==> config.mk <==
export PLATFORM = sky130hd
export DESIGN_NAME = go_back_n_sender_window
export DESIGN_NICKNAME = d
export VERILOG_FILES = /design/src/design/gbn_pkg.sv /design/src/design/gbn_front.sv /design/src/design/gbn_queue.sv /design/src/design/gbn_back.sv /design/src/design/go_back_n_sender_window.sv
export SDC_FILE = /design/constraint.sdc
export NUM_CORES = 1
export LEC_CHECK = 0
export CORE_UTILIZATION = 50
export CTS_CLUSTER_SIZE = 25
export DETAILED_ROUTE_END_ITERATION = 7
export DONT_BUFFER_PORTS = 1
export GPL_TIMING_DRIVEN = 0
export HOLD_SLACK_MARGIN = 0.15
export PLACE_DENSITY = 0.67
export SLEW_MARGIN = 25
export SYNTH_ARGS = -nofsm -noshare
export SYNTH_HDL_FRONTEND = slang
export SYNTH_SLANG_ARGS = --single-unit
==> constraint.sdc <==
create_clock -name clk -period 6.1 [get_ports clk]
set_input_delay 1.525 -clock clk [delete_from_list [all_inputs] [get_ports clk]]
set_output_delay 1.525 -clock clk [all_outputs]
set_load 0.05 [all_outputs]
==> src/design/gbn_pkg.sv <==
// Shared types, codes and constants of the Go-Back-N sender window.
// No dependencies; every other design file but the macros header imports this package.
package gbn_pkg;

  localparam int GBN_SEQ_SPACE     = 8;
  localparam int GBN_PAYLOAD_WIDTH = 32;
  localparam int MAX_LENGTH        = 255;
  localparam int BURST_LIMIT       = 4;
  localparam int QUEUE_DEPTH       = 2;

  localparam int CMD_W = 2;
  localparam int PAY_W = 32;
  localparam int LEN_W = 8;
  localparam int SQF_W = 3;
  localparam int KND_W = 3;
  localparam int TMR_W = 2;
  localparam int WIN_W = 3;
  localparam int ADDR_W = 3;
  localparam int DATA_W = 32;

  localparam logic [WIN_W-1:0] WINDOW_RESET = 3'd4;
  // Register index of window_size, taken from paddr[2].
  localparam logic REG_WINDOW_SIZE = 1'b0;

  typedef enum logic [CMD_W-1:0] {
    CMD_SEND    = 2'd0,
    CMD_ACK     = 2'd1,
    CMD_TIMEOUT = 2'd2,
    CMD_NONE    = 2'd3
  } cmd_t;

  typedef enum logic [KND_W-1:0] {
    RES_TRANSMIT     = 3'd0,
    RES_REFUSED      = 3'd1,
    RES_ACK_ACCEPTED = 3'd2,
    RES_ACK_IGNORED  = 3'd3,
    RES_IDLE_TIMEOUT = 3'd4
  } res_kind_t;

  typedef enum logic [TMR_W-1:0] {
    TMR_NONE  = 2'd0,
    TMR_START = 2'd1,
    TMR_STOP  = 2'd2
  } tmr_t;

  typedef enum logic [2:0] {
    OP_SEND,
    OP_REFUSE,
    OP_ACK,
    OP_ACK_BAD,
    OP_TIMEOUT
  } op_kind_t;

  typedef struct packed {
    op_kind_t          kind;
    logic [PAY_W-1:0]  payload;
    logic [LEN_W-1:0]  length;
    logic [SQF_W-1:0]  ack_seq;
  } op_t;

endpackage

==> src/design/gbn_front.sv <==
// Front end: classifies each accepted command into a queue operation.
// Depends on gbn_pkg; feeds gbn_queue.
module gbn_front #(
  parameter int SEQ_SPACE = gbn_pkg::GBN_SEQ_SPACE
) (
  input  logic                      in_valid,
  output logic                      in_stall,
  input  logic [gbn_pkg::CMD_W-1:0] in_command,
  input  logic [gbn_pkg::PAY_W-1:0] in_payload,
  input  logic [gbn_pkg::LEN_W-1:0] in_payload_length,
  input  logic [gbn_pkg::SQF_W-1:0] in_ack_sequence,
  input  logic                      in_ack_checksum_good,
  input  logic                      in_ack_type_is_ack,
  input  logic                      q_full,
  output logic                      q_push,
  output gbn_pkg::op_t              q_op
);
  import gbn_pkg::*;

  logic len_ok;
  logic ack_ok;
  logic known;

  assign len_ok = (in_payload_length != '0) &&
                  (17'(in_payload_length) <= 17'(MAX_LENGTH));
  assign ack_ok = (32'(in_ack_sequence) < SEQ_SPACE) &&
                  in_ack_checksum_good && in_ack_type_is_ack;

  always_comb begin
    known        = 1'b1;
    q_op.kind    = OP_REFUSE;
    q_op.payload = in_payload;
    q_op.length  = in_payload_length;
    q_op.ack_seq = in_ack_sequence;
    case (cmd_t'(in_command))
      CMD_SEND:    q_op.kind = len_ok ? OP_SEND : OP_REFUSE;
      CMD_ACK:     q_op.kind = ack_ok ? OP_ACK : OP_ACK_BAD;
      CMD_TIMEOUT: q_op.kind = OP_TIMEOUT;
      default:     known = 1'b0;
    endcase
  end

  // An unknown command is taken and dropped, it yields no result.
  assign in_stall = q_full;
  assign q_push   = in_valid && !q_full && known;

endmodule

==> src/design/gbn_queue.sv <==
// Short FIFO of classified operations between the front and back ends.
// Depends on gbn_pkg for the operation type.
module gbn_queue #(
  parameter int DEPTH = gbn_pkg::QUEUE_DEPTH
) (
  input  logic         clk,
  input  logic         rst_n,
  input  logic         push,
  input  gbn_pkg::op_t push_op,
  output logic         full,
  input  logic         pop,
  output logic         head_valid,
  output gbn_pkg::op_t head_op
);
  import gbn_pkg::*;

  localparam int PTR_W = (DEPTH > 1) ? $clog2(DEPTH) : 1;
  localparam int CNT_W = $clog2(DEPTH + 1);

  op_t              mem_r [DEPTH];
  logic [PTR_W-1:0] wr_ptr_r, wr_ptr_nxt;
  logic [PTR_W-1:0] rd_ptr_r, rd_ptr_nxt;
  logic [CNT_W-1:0] cnt_r, cnt_nxt;
  logic             do_push, do_pop;

  assign full       = (cnt_r == CNT_W'(DEPTH));
  assign head_valid = (cnt_r != '0);
  assign head_op    = mem_r[rd_ptr_r];
  assign do_push    = push && !full;
  assign do_pop     = pop && head_valid;

  always_comb begin
    wr_ptr_nxt = wr_ptr_r;
    rd_ptr_nxt = rd_ptr_r;
    cnt_nxt    = cnt_r;
    if (do_push) begin
      wr_ptr_nxt = (32'(wr_ptr_r) == DEPTH - 1) ? '0 : wr_ptr_r + 1'b1;
    end
    if (do_pop) begin
      rd_ptr_nxt = (32'(rd_ptr_r) == DEPTH - 1) ? '0 : rd_ptr_r + 1'b1;
    end
    if (do_push && !do_pop) begin
      cnt_nxt = cnt_r + 1'b1;
    end else if (do_pop && !do_push) begin
      cnt_nxt = cnt_r - 1'b1;
    end
  end

  always_ff @(posedge clk) begin
    if (!rst_n) begin
      wr_ptr_r <= '0;
      rd_ptr_r <= '0;
      cnt_r    <= '0;
    end else begin
      wr_ptr_r <= wr_ptr_nxt;
      rd_ptr_r <= rd_ptr_nxt;
      cnt_r    <= cnt_nxt;
    end
    if (do_push) begin
      mem_r[wr_ptr_r] <= push_op;
    end
  end

endmodule

==> src/design/gbn_back.sv <==
// Back end: window state, packet buffer, replay sequencer and result register.
// Depends on gbn_pkg; takes operations from gbn_queue.
module gbn_back #(
  parameter int SEQ_SPACE     = gbn_pkg::GBN_SEQ_SPACE,
  parameter int PAYLOAD_WIDTH = gbn_pkg::GBN_PAYLOAD_WIDTH
) (
  input  logic                      clk,
  input  logic                      rst_n,
  input  logic [gbn_pkg::WIN_W-1:0] window_size,
  input  logic                      op_valid,
  input  gbn_pkg::op_t              op,
  output logic                      op_pop,
  output logic                      out_valid,
  input  logic                      out_stall,
  output logic [gbn_pkg::KND_W-1:0] out_result_kind,
  output logic [gbn_pkg::SQF_W-1:0] out_sequence_number,
  output logic [gbn_pkg::PAY_W-1:0] out_payload,
  output logic [gbn_pkg::LEN_W-1:0] out_length,
  output logic [gbn_pkg::TMR_W-1:0] out_timer_action,
  output logic [gbn_pkg::SQF_W-1:0] out_outstanding_count,
  output logic                      out_last_result
);
  import gbn_pkg::*;

  localparam int SEQ_W   = $clog2(SEQ_SPACE);
  localparam int CW      = (SEQ_W > WIN_W) ? SEQ_W : WIN_W;
  localparam int WIN_CAP = (BURST_LIMIT < SEQ_SPACE - 1) ? BURST_LIMIT : SEQ_SPACE - 1;
  localparam logic [SEQ_W:0] SS = (SEQ_W + 1)'(SEQ_SPACE);

  typedef enum logic [0:0] {
    ST_IDLE,
    ST_REPLAY
  } state_t;

  function automatic logic [SEQ_W-1:0] mod_add(input logic [SEQ_W-1:0] a,
                                               input logic [SEQ_W-1:0] b);
    logic [SEQ_W:0] s;
    s = {1'b0, a} + {1'b0, b};
    if (s >= SS) begin
      s = s - SS;
    end
    return s[SEQ_W-1:0];
  endfunction

  function automatic logic [SEQ_W-1:0] mod_sub(input logic [SEQ_W-1:0] a,
                                               input logic [SEQ_W-1:0] b);
    logic [SEQ_W:0] s;
    s = {1'b0, a} - {1'b0, b};
    if (a < b) begin
      s = s + SS;
    end
    return s[SEQ_W-1:0];
  endfunction

  function automatic logic [SEQ_W-1:0] mod_inc(input logic [SEQ_W-1:0] a);
    logic [SEQ_W:0] s;
    s = {1'b0, a} + 1'b1;
    if (s == SS) begin
      s = '0;
    end
    return s[SEQ_W-1:0];
  endfunction

  function automatic logic [SQF_W-1:0] to_field(input logic [SEQ_W-1:0] v);
    logic [SEQ_W+SQF_W-1:0] e;
    e = {{SQF_W{1'b0}}, v};
    return e[SQF_W-1:0];
  endfunction

  // Packet buffer, one entry per sequence number.
  logic [PAYLOAD_WIDTH-1:0] pay_mem [SEQ_SPACE];
  logic [LEN_W-1:0]         len_mem [SEQ_SPACE];
  logic [PAYLOAD_WIDTH-1:0] rd_pay_r;
  logic [LEN_W-1:0]         rd_len_r;
  logic [SEQ_W-1:0]         rd_addr;
  logic                     mem_we;
  logic [PAYLOAD_WIDTH-1:0] wr_pay;

  state_t           state_r, state_nxt;
  logic [SEQ_W-1:0] base_r, base_nxt;
  logic [SEQ_W-1:0] next_r, next_nxt;
  logic [SEQ_W-1:0] idx_r, idx_nxt;
  logic [SEQ_W-1:0] burst_r, burst_nxt;

  logic             out_valid_r, out_valid_nxt;
  logic [KND_W-1:0] kind_r, kind_nxt;
  logic [SQF_W-1:0] seq_r, seq_nxt;
  logic [PAY_W-1:0] pay_r, pay_nxt;
  logic [LEN_W-1:0] len_r, len_nxt;
  logic [TMR_W-1:0] tmr_r, tmr_nxt;
  logic [SQF_W-1:0] cnt_r, cnt_nxt;
  logic             last_r, last_nxt;

  logic [SEQ_W-1:0]         count;
  logic [WIN_W-1:0]         win;
  logic [CW-1:0]            burst_c;
  logic [SEQ_W-1:0]         ack_s;
  logic [SEQ_W-1:0]         ack_dist;
  logic [SEQ_W-1:0]         ack_base;
  logic                     ack_ok;
  logic                     room;
  logic                     slot_free;
  logic [SEQ_W-1:0]         cur_addr;
  logic [SEQ_W-1:0]         nxt_addr;
  logic [PAYLOAD_WIDTH+PAY_W-1:0] in_ext;
  logic [PAYLOAD_WIDTH+PAY_W-1:0] wr_ext;
  logic [PAYLOAD_WIDTH+PAY_W-1:0] rd_ext;
  logic [SEQ_W+SQF_W-1:0]         ack_ext;

  assign count = mod_sub(next_r, base_r);
  assign win   = (window_size > WIN_W'(WIN_CAP)) ? WIN_W'(WIN_CAP) : window_size;
  assign room  = CW'(count) < CW'(win);
  assign burst_c = (CW'(count) > CW'(BURST_LIMIT)) ? CW'(BURST_LIMIT) : CW'(count);

  assign ack_ext  = {{SEQ_W{1'b0}}, op.ack_seq};
  assign ack_s    = ack_ext[SEQ_W-1:0];
  assign ack_dist = mod_sub(ack_s, base_r);
  assign ack_ok   = (CW'(ack_dist) < CW'(win)) && (ack_dist < count);
  assign ack_base = mod_inc(ack_s);

  // The stored payload keeps PAYLOAD_WIDTH bits; the result field is 32 bits.
  assign in_ext = {{PAYLOAD_WIDTH{1'b0}}, op.payload};
  assign wr_pay = in_ext[PAYLOAD_WIDTH-1:0];
  assign wr_ext = {{PAY_W{1'b0}}, wr_pay};
  assign rd_ext = {{PAY_W{1'b0}}, rd_pay_r};

  assign slot_free = !out_valid_r || !out_stall;
  assign cur_addr  = mod_add(base_r, idx_r);
  assign nxt_addr  = mod_add(base_r, idx_r + 1'b1);

  always_comb begin
    state_nxt     = state_r;
    base_nxt      = base_r;
    next_nxt      = next_r;
    idx_nxt       = idx_r;
    burst_nxt     = burst_r;
    out_valid_nxt = out_valid_r && out_stall;
    kind_nxt      = kind_r;
    seq_nxt       = seq_r;
    pay_nxt       = pay_r;
    len_nxt       = len_r;
    tmr_nxt       = tmr_r;
    cnt_nxt       = cnt_r;
    last_nxt      = last_r;
    op_pop        = 1'b0;
    mem_we        = 1'b0;
    rd_addr       = base_r;
    case (state_r)
      ST_IDLE: begin
        if (op_valid && slot_free) begin
          op_pop        = 1'b1;
          out_valid_nxt = 1'b1;
          kind_nxt      = RES_REFUSED;
          seq_nxt       = to_field(base_r);
          pay_nxt       = '0;
          len_nxt       = '0;
          tmr_nxt       = TMR_NONE;
          cnt_nxt       = to_field(count);
          last_nxt      = 1'b1;
          case (op.kind)
            OP_SEND: begin
              if (room) begin
                kind_nxt = RES_TRANSMIT;
                seq_nxt  = to_field(next_r);
                pay_nxt  = wr_ext[PAY_W-1:0];
                len_nxt  = op.length;
                tmr_nxt  = (count == '0) ? TMR_START : TMR_NONE;
                cnt_nxt  = to_field(count + 1'b1);
                mem_we   = 1'b1;
                next_nxt = mod_inc(next_r);
              end
            end
            OP_REFUSE: kind_nxt = RES_REFUSED;
            OP_ACK: begin
              if (ack_ok) begin
                kind_nxt = RES_ACK_ACCEPTED;
                base_nxt = ack_base;
                seq_nxt  = to_field(ack_base);
                cnt_nxt  = to_field(count - ack_dist - 1'b1);
                tmr_nxt  = (count - ack_dist == SEQ_W'(1)) ? TMR_STOP : TMR_NONE;
              end else begin
                kind_nxt = RES_ACK_IGNORED;
              end
            end
            OP_ACK_BAD: kind_nxt = RES_ACK_IGNORED;
            OP_TIMEOUT: begin
              if (count == '0) begin
                kind_nxt = RES_IDLE_TIMEOUT;
              end else begin
                // The buffer read at the base issued now is ready next cycle.
                out_valid_nxt = 1'b0;
                state_nxt     = ST_REPLAY;
                idx_nxt       = '0;
                burst_nxt     = burst_c[SEQ_W-1:0];
              end
            end
            default: out_valid_nxt = 1'b0;
          endcase
        end
      end
      ST_REPLAY: begin
        rd_addr = cur_addr;
        if (slot_free) begin
          rd_addr       = nxt_addr;
          out_valid_nxt = 1'b1;
          kind_nxt      = RES_TRANSMIT;
          seq_nxt       = to_field(cur_addr);
          pay_nxt       = rd_ext[PAY_W-1:0];
          len_nxt       = rd_len_r;
          tmr_nxt       = (idx_r == '0) ? TMR_START : TMR_NONE;
          cnt_nxt       = to_field(count);
          last_nxt      = (idx_r + 1'b1 == burst_r);
          idx_nxt       = idx_r + 1'b1;
          if (idx_r + 1'b1 == burst_r) begin
            state_nxt = ST_IDLE;
          end
        end
      end
      default: state_nxt = ST_IDLE;
    endcase
  end

  always_ff @(posedge clk) begin
    if (mem_we) begin
      pay_mem[next_r] <= wr_pay;
      len_mem[next_r] <= op.length;
    end
    rd_pay_r <= pay_mem[rd_addr];
    rd_len_r <= len_mem[rd_addr];
  end

  always_ff @(posedge clk) begin
    if (!rst_n) begin
      state_r     <= ST_IDLE;
      base_r      <= '0;
      next_r      <= '0;
      idx_r       <= '0;
      burst_r     <= '0;
      out_valid_r <= 1'b0;
    end else begin
      state_r     <= state_nxt;
      base_r      <= base_nxt;
      next_r      <= next_nxt;
      idx_r       <= idx_nxt;
      burst_r     <= burst_nxt;
      out_valid_r <= out_valid_nxt;
    end
    kind_r <= kind_nxt;
    seq_r  <= seq_nxt;
    pay_r  <= pay_nxt;
    len_r  <= len_nxt;
    tmr_r  <= tmr_nxt;
    cnt_r  <= cnt_nxt;
    last_r <= last_nxt;
  end

  assign out_valid             = out_valid_r;
  assign out_result_kind       = kind_r;
  assign out_sequence_number   = seq_r;
  assign out_payload           = pay_r;
  assign out_length            = len_r;
  assign out_timer_action      = tmr_r;
  assign out_outstanding_count = cnt_r;
  assign out_last_result       = last_r;

endmodule

==> src/design/go_back_n_sender_window.sv <==
// Go-Back-N sender window. Send and ack commands give one result each; up to one
// command per cycle is taken while results drain. A timeout with packets outstanding
// first reads the buffer at the base, then gives one replayed packet per cycle while
// the output is not stalled, at most four; the packet buffer port sets that pace.
// Reset is synchronous, active low: base, next sequence and queue clear, window is 4.
// The packet buffer is not cleared; only entries already written are ever replayed.
module go_back_n_sender_window #(
  parameter int SEQ_SPACE     = gbn_pkg::GBN_SEQ_SPACE,
  parameter int PAYLOAD_WIDTH = gbn_pkg::GBN_PAYLOAD_WIDTH
) (
  input  logic                       clk,
  input  logic                       rst_n,
  input  logic                       psel,
  input  logic                       penable,
  input  logic                       pwrite,
  input  logic [gbn_pkg::ADDR_W-1:0] paddr,
  input  logic [gbn_pkg::DATA_W-1:0] pwdata,
  output logic [gbn_pkg::DATA_W-1:0] prdata,
  output logic                       pready,
  input  logic                       in_valid,
  output logic                       in_stall,
  input  logic [gbn_pkg::CMD_W-1:0]  in_command,
  input  logic [gbn_pkg::PAY_W-1:0]  in_payload,
  input  logic [gbn_pkg::LEN_W-1:0]  in_payload_length,
  input  logic [gbn_pkg::SQF_W-1:0]  in_ack_sequence,
  input  logic                       in_ack_checksum_good,
  input  logic                       in_ack_type_is_ack,
  output logic                       out_valid,
  input  logic                       out_stall,
  output logic [gbn_pkg::KND_W-1:0]  out_result_kind,
  output logic [gbn_pkg::SQF_W-1:0]  out_sequence_number,
  output logic [gbn_pkg::PAY_W-1:0]  out_payload,
  output logic [gbn_pkg::LEN_W-1:0]  out_length,
  output logic [gbn_pkg::TMR_W-1:0]  out_timer_action,
  output logic [gbn_pkg::SQF_W-1:0]  out_outstanding_count,
  output logic                       out_last_result
);
  import gbn_pkg::*;

  logic [WIN_W-1:0] window_size_r;
  logic             cfg_write;
  logic             q_full;
  logic             q_push;
  op_t              q_op;
  logic             head_valid;
  op_t              head_op;
  logic             op_pop;

  // Register index sits in paddr[2]; the low byte-offset bits are ignored.
  assign pready    = 1'b1;
  assign cfg_write = psel && penable && pwrite && pready;

  always_ff @(posedge clk) begin
    if (!rst_n) begin
      window_size_r <= WINDOW_RESET;
    end else if (cfg_write && (paddr[2] == REG_WINDOW_SIZE)) begin
      window_size_r <= pwdata[WIN_W-1:0];
    end
  end

  assign prdata = (paddr[2] == REG_WINDOW_SIZE) ? DATA_W'(window_size_r) : '0;

  gbn_front #(
    .SEQ_SPACE (SEQ_SPACE)
  ) u_front (
    .in_valid             (in_valid),
    .in_stall             (in_stall),
    .in_command           (in_command),
    .in_payload           (in_payload),
    .in_payload_length    (in_payload_length),
    .in_ack_sequence      (in_ack_sequence),
    .in_ack_checksum_good (in_ack_checksum_good),
    .in_ack_type_is_ack   (in_ack_type_is_ack),
    .q_full               (q_full),
    .q_push               (q_push),
    .q_op                 (q_op)
  );

  gbn_queue #(
    .DEPTH (QUEUE_DEPTH)
  ) u_queue (
    .clk        (clk),
    .rst_n      (rst_n),
    .push       (q_push),
    .push_op    (q_op),
    .full       (q_full),
    .pop        (op_pop),
    .head_valid (head_valid),
    .head_op    (head_op)
  );

  gbn_back #(
    .SEQ_SPACE     (SEQ_SPACE),
    .PAYLOAD_WIDTH (PAYLOAD_WIDTH)
  ) u_back (
    .clk                   (clk),
    .rst_n                 (rst_n),
    .window_size           (window_size_r),
    .op_valid              (head_valid),
    .op                    (head_op),
    .op_pop                (op_pop),
    .out_valid             (out_valid),
    .out_stall             (out_stall),
    .out_result_kind       (out_result_kind),
    .out_sequence_number   (out_sequence_number),
    .out_payload           (out_payload),
    .out_length            (out_length),
    .out_timer_action      (out_timer_action),
    .out_outstanding_count (out_outstanding_count),
    .out_last_result       (out_last_result)
  );

endmodule

Word level (Yosys, flattened, before mapping). Memories as Yosys holds them, arrays and structs flattened. A register that Yosys moved wholly into a read port is not among the register bits. Cells that the tools add are included.

$add $sub $neg: 18. Order comparisons: 9. Equality and inequality tests: 15. Muxes and demuxes: 88. Bitwise operators: 3. Reduce and logical (&&, ||, !) cells: 33.

Operators with widths (count): 2-to-1 mux 32 bit (4); 2-to-1 mux 3 bit (26); one-hot mux 32 bit (2 select lines) (1); one-hot mux 3 bit (2 select lines) (6); 2-to-1 mux 8 bit (4); 2-to-1 mux 1 bit (31); one-hot mux 8 bit (2 select lines) (1); less-than comparator 3 bit (5); 2-to-1 mux 2 bit (7); logical AND 1 bit (13); adder 3 x 1 -> 3 bit, second input constant (4); one-hot mux 3 bit (4 select lines) (1); AND reduction 4 bit (3); zero test 3 bit (3); one-hot mux 3 bit (3 select lines) (1); subtractor 3 x 1 -> 3 bit, second input constant (3); subtractor 3 bit (3); adder 3 x 1 -> 4 bit, second input constant (2); adder 3 x 3 -> 4 bit (2); == test 4 bit, second input constant (2); greater-or-equal comparator 4 bit, second input constant (2); one-hot mux 1 bit (2 select lines) (4); one-hot mux 2 bit (2 select lines) (2); nonzero test 8 bit (1); 21 further kinds (35).

Register bits: 73. Memory bits (writable): 412. Input bits: 89. Output and inout bits: 87. Word-level logic and storage cells: 186. Memories: 3.

Memory list: u_back.pay_mem (depth 8, bits a word 32, read ports 1, clocked after Yosys merged registers in 1, write ports 1, RTL line gbn_back.sv:71) `logic [PAYLOAD_WIDTH-1:0] pay_mem [SEQ_SPACE];`; u_queue.mem_r (depth 2, bits a word 46, read ports 1, clocked after Yosys merged registers in 1, write ports 1, RTL line gbn_queue.sv:20) `op_t mem_r [DEPTH];`; u_back.len_mem (depth 8, bits a word 8, read ports 1, clocked after Yosys merged registers in 1, write ports 1, RTL line gbn_back.sv:72) `logic [LEN_W-1:0] len_mem [SEQ_SPACE];`.

Depth between registers and ports, before layout.
Word-level depth: 10. Mapped depth: 15. Gate-level depth less buffers: 13.

Modules after synthesis. From an unflattened synthesis, not the netlist that was laid out.

Cell total of the unflattened synthesis: 1355. Area, all modules: 21881.0 um2.

By module, submodules not included: gbn_back (instances 1, cells an instance 1083, area an instance 17521.8 um2, seq. area each 12251.8 um2); gbn_queue (instances 1, cells an instance 168, area an instance 3567.2 um2, seq. area each 2862.7 um2); gbn_front (instances 1, cells an instance 55, area an instance 400.4 um2, seq. area each 0.0 um2); go_back_n_sender_window (instances 1, cells an instance 49, area an instance 391.6 um2, seq. area each 60.1 um2).

Worst setup path after synthesis. No wires, ideal clock.

Kind: reg2reg. From: reg u_back.base_r[0]. To: mem u_back.len_mem[0][0], enable pin. Setup time: 0.487 ns. Arrival: 5.412 ns. Required time: 5.613 ns. Setup slack: 0.201 ns. Cell stages (with the launch flop): 13. Path buffers: 0. Clock period less this slack: 5.899 ns. Cells stage by stage: dfxtp_1 -> ha_1 -> inv_1 -> fa_1 -> xnor2_2 -> xnor2_2 -> inv_2 -> ha_1 -> a21oi_1 -> o21ai_0 -> nor2_1 -> nand3_1 -> nor3_1.

Longest elaborated chain between the ends: 10. Elaborated cells between the ends (all ways): 11.

Ends and longest elaborated chain: from (decl) (RTL line gbn_back.sv:80) `logic [SEQ_W-1:0] base_r, base_nxt;`; from (signal assigned) (RTL line gbn_back.sv:242) `base_r <= base_nxt;`; subtractor 3 bit (RTL line gbn_back.sv:48) `s = {1'b0, a} - {1'b0, b};`; adder 3 x 1 -> 3 bit (RTL line gbn_back.sv:50) `s = s + SS;`; 2-to-1 mux 3 bit * (RTL line gbn_back.sv:49) `if (a < b) begin`; less-than comparator 3 bit * (RTL line gbn_back.sv:112) `assign room = CW'(count) < CW'(win);`; 2-to-1 mux 1 bit * (RTL line gbn_back.sv:162) `if (room) begin`; 2-to-1 mux 1 bit * (RTL line gbn_back.sv:160) `case (op.kind)`; 2-to-1 mux 1 bit * (RTL line gbn_back.sv:150) `if (op_valid && slot_free) begin`; 2-to-1 mux 1 bit * (RTL line gbn_back.sv:148) `case (state_r)`; 2-to-1 mux 1 bit * (RTL line gbn_back.sv:224) `if (mem_we) begin`; 2-to-1 mux 1 bit (implied by the code) * (RTL line gbn_back.sv:226) `len_mem[next_r] <= op.length;`; to (decl) (RTL line gbn_back.sv:72).

Mark *: on every way between the ends. The rest lies on a longest branch, timed or not.

Final worst setup path.
From: reg u_back.base_r[0]. To: mem u_back.pay_mem[0][24] in the netlist's numbering, enable pin.

Longest elaborated chain between the ends: 10. Elaborated cells between the ends (all ways): 11.

Ends and longest elaborated chain: subtractor 3 bit (RTL line gbn_back.sv:48); adder 3 x 1 -> 3 bit (RTL line gbn_back.sv:50); 2-to-1 mux 3 bit * (RTL line gbn_back.sv:49); less-than comparator 3 bit * (RTL line gbn_back.sv:112); 2-to-1 mux 1 bit * (RTL line gbn_back.sv:162); 2-to-1 mux 1 bit * (RTL line gbn_back.sv:160); 2-to-1 mux 1 bit * (RTL line gbn_back.sv:150); 2-to-1 mux 1 bit * (RTL line gbn_back.sv:148); 2-to-1 mux 1 bit * (RTL line gbn_back.sv:224); 2-to-1 mux 1 bit (implied by the code) * (RTL line gbn_back.sv:225) `pay_mem[next_r] <= wr_pay;`; to (decl) (RTL line gbn_back.sv:71).

Marked as above.

==> results.sh <==
export IMPL_synth_edf_count=464
export IMPL_crit_path_max_fanout=7
export IMPL_drt_iter0_drc=810
export IMPL_layout_drive_gt1_share_pct=19.40
export IMPL_synth_seq_cells=526
export IMPL_port_buffers=0
export IMPL_vdd_drop_max_mv=0.2653
export IMPL_seq_area_frac_synth_pct=70.38
export IMPL_syn_inst=1310
export IMPL_wire_per_inst_um=22.52
export IMPL_yosys_most_used_dff="edfxtp_1"
export IMPL_cts_hold_buf=0
export IMPL_first_pass_iters=5
export IMPL_p_leak_nw=8.974
export IMPL_synth_simple_area_share_pct=4.166
export IMPL_htree_levels=2
export IMPL_synth_top_family_by_area="multiplexers"
export IMPL_io_pins=176
export IMPL_multi_input_area_um2=5854
export IMPL_max_slew_margin_pct=36.98
export IMPL_die_w_um=209.7
export IMPL_ys_types=71
export IMPL_worstPathArrival_ps=5280
export IMPL_grt_usage_pct=20.72
export IMPL_yosys_mux_area_fraction_pct=16.68
export IMPL_synth_compound_area_share_pct=2.965
export IMPL_cts_buffers=53
export IMPL_dp_final_hpwl_mm=29.67
export IMPL_required_ps=6390
export IMPL_syn_cell_area_um2=21560
export IMPL_worstMarginPinSlew_ps=943.4
export IMPL_synthXorXnorAreaFrac_pct=0.8356
export IMPL_tritoncts="done"
export IMPL_vias_per_cell=5.529
export IMPL_gp_congestion=0.8377
export IMPL_grt_max_degree=32
export IMPL_power_density_nw_per_um2=384.8
export IMPL_power_total_mw=9.506
export IMPL_clk_pin_slew_worst_paths_ps=60
export IMPL_ff2ff_path_depth=16
export IMPL_avgSynthCellArea_um2=16.46
export IMPL_hold_viol=0
export IMPL_final_util_pct=58.51
export IMPL_drv_cap=0
export IMPL_fp_dieH_um=209.7
export IMPL_setup_violations=0
export IMPL_grt_ovfl_total=0
export IMPL_grt_pass1_vias=11240
export IMPL_startpoint_type="flip-flop"
export IMPL_final_setup_worst_slack_ps=1113
export IMPL_ys_warn_count=0
export IMPL_whs_path_depth=2
export IMPL_totalWireLength_mm=45.21
export IMPL_final_antenna_net_count=0
export IMPL_seqCellArea_um2=15170
export IMPL_rows=75
export IMPL_clockBufferDepth=3
export IMPL_outcome="complete, no violations"
export IMPL_clk_latency_ps=600
export IMPL_worstHoldPathType="reg2reg"
export IMPL_cts_sinks=526
export IMPL_coreArea_um2=42230
export IMPL_crit_type="reg2reg"
export IMPL_pre_cts_ws_ps=1179
export IMPL_nFillCells=3193
export IMPL_root_buffer="clkbuf_16"
export IMPL_synthArstFlopShare_pct=0
export IMPL_max_freq_mhz=200.5
export IMPL_cts_resized=0
export IMPL_n_antenna_cell=0
export IMPL_rsz0062_at_grt="no"
export IMPL_end_kind="flip-flop"
export IMPL_yosys_area_share_adder_pct=1.625
export IMPL_grt_pass1_wl_mm=66.92
export IMPL_min_period_ps=4987
export IMPL_finClkSkew_ps=18.73
export IMPL_post_dp_cell_area_um2=23010
export IMPL_design_die_area_um2=43960
export IMPL_fin_nets=1538
export IMPL_num_vias=11100
export IMPL_drc_errors=0
export IMPL_start_util_pct=51.06
export IMPL_grt_antenna_before_repair=0
export IMPL_cts_setup_buffers=0
export IMPL_area_growth_syn_to_layout_pct=14.58
export IMPL_slew_violations=0
export IMPL_fin_crit_sh_pct=81.75
export IMPL_design_area_um2=24710
[worst max-delay path, stage by stage (launching register included)]
cell	delay, ps
dfxtp_1	490
ha_1	200
inv_1	50
fa_1	460
xnor2_2	170
xnor2_2	290
inv_2	150
ha_1	330
a21oi_1	160
o21ai_0	190
nor2_1	480
nand3_1	440
nor3_2	440
buf_4	260
buf_4	210
buf_6	160
buf_4	200
[where the power goes]
part / switching (mW) / total [mW] / internal, mW
combinational: 0.773 / 1.20 / 0.431
sequential: 0.683 / 5.15 / 4.47
clock: 1.32 / 3.15 / 1.83
[worst paths after layout]
kind / start / to / slack (ps)
hold reg to reg: u_back.burst_r[1] / u_back.burst_r[1] / 500
setup reg to reg: u_back.base_r[0] / u_back.pay_mem[0][24] / 1110
hold / removal: u_back.burst_r[1] / u_back.burst_r[1] / 500
setup / recovery: u_back.base_r[0] / u_back.pay_mem[0][24] / 1110
[sequential cells by signal, indices dropped and copies added (netlist names), 8 cells and up, named ones only]
signal and cells:
u_back.out_length 8, u_queue.mem_r 92, u_back.pay_mem 256, u_back.out_payload 32, u_back.rd_pay_r 32, u_back.rd_len_r 8
u_back.len_mem 64
[layer usage]
layer  vias to the layer above  track usage (%)  part of all wire [%]
li1                       5100                -                     -
met1                      5587            27.31                    43
met2                       327            34.36                    49
met3                        88            3.965                   5.6
met4                         0            7.425                   2.6
met5                         -                0                     0
[metrics by stage]
| stage | setup TNS, ps | std cells | hold WS [ps] |
|---|---|---|---|
| 2_1_floorplan | 0 | 1338 | 456.9 |
| 3_3_place_gp | -513980 | 1877 | 469.2 |
| 3_5_place_dp | 0 | 1908 | 478.9 |
| 4_1_cts | 0 | 2008 | 504.5 |
| 5_1_grt | 0 | 2008 | 532.6 |
| 6_report | 0 | 2008 | 502.9 |
[cell usage after synthesis, types with 7 or more instances]
library cell	count	area [µm²]
and2_1	7	43.79
mux2i_1	251	2512
xnor2_1	12	105.1
nand3_1	10	50.05
edfxtp_1	464	13930
dfxtp_1	62	1241
nor2b_1	8	50.05
a21oi_1	11	55.05
nand2_1	107	401.6
buf_6	17	191.4
clkbuf_1	18	67.56
buf_4	31	232.7
inv_1	23	86.33
o21ai_0	51	255.2
mux2_2	43	484.2
nor3_1	9	45.04
nor2_1	15	56.30
ha_1	20	250.2
buf_2	25	125.1
mux2_4	40	600.6
[logic make-up after synthesis]
group	after synthesis
other	2
adder cells (fa/ha/maj)	25
XOR/XNOR	18
multiplexers	334
buffers and inverters	117
AO/OA/AOI/OAI	102
AND/OR/NAND/NOR	186
flip-flops	526
[final cells by class]
cell class | instances | area share [%]
clock buffer | 74 | 5.854
tap | 539 | 2.730
timing repair buffer | 31 | 2.400
sequential | 526 | 61.42
buffer | 92 | 2.512
inverter | 25 | 0.3798
multi-input combinational | 695 | 23.70
clock inverter | 26 | 1.008
[cells in the final DEF (no fill, tap or decap), drive strengths merged, types with 8 or more instances in the layout]
cell	n
dfxtp	62
nand3	10
a21oi	12
and2	8
nor2	15
clkinv	20
xnor2	14
nor2b	9
nor3	12
edfxtp	464
conb	30
nand2	107
inv	26
buf	105
o21ai	52
mux2i	251
mux2	83
clkbuf	92
ha	20
No activity file was read; power rests on OpenSTA's default activity.
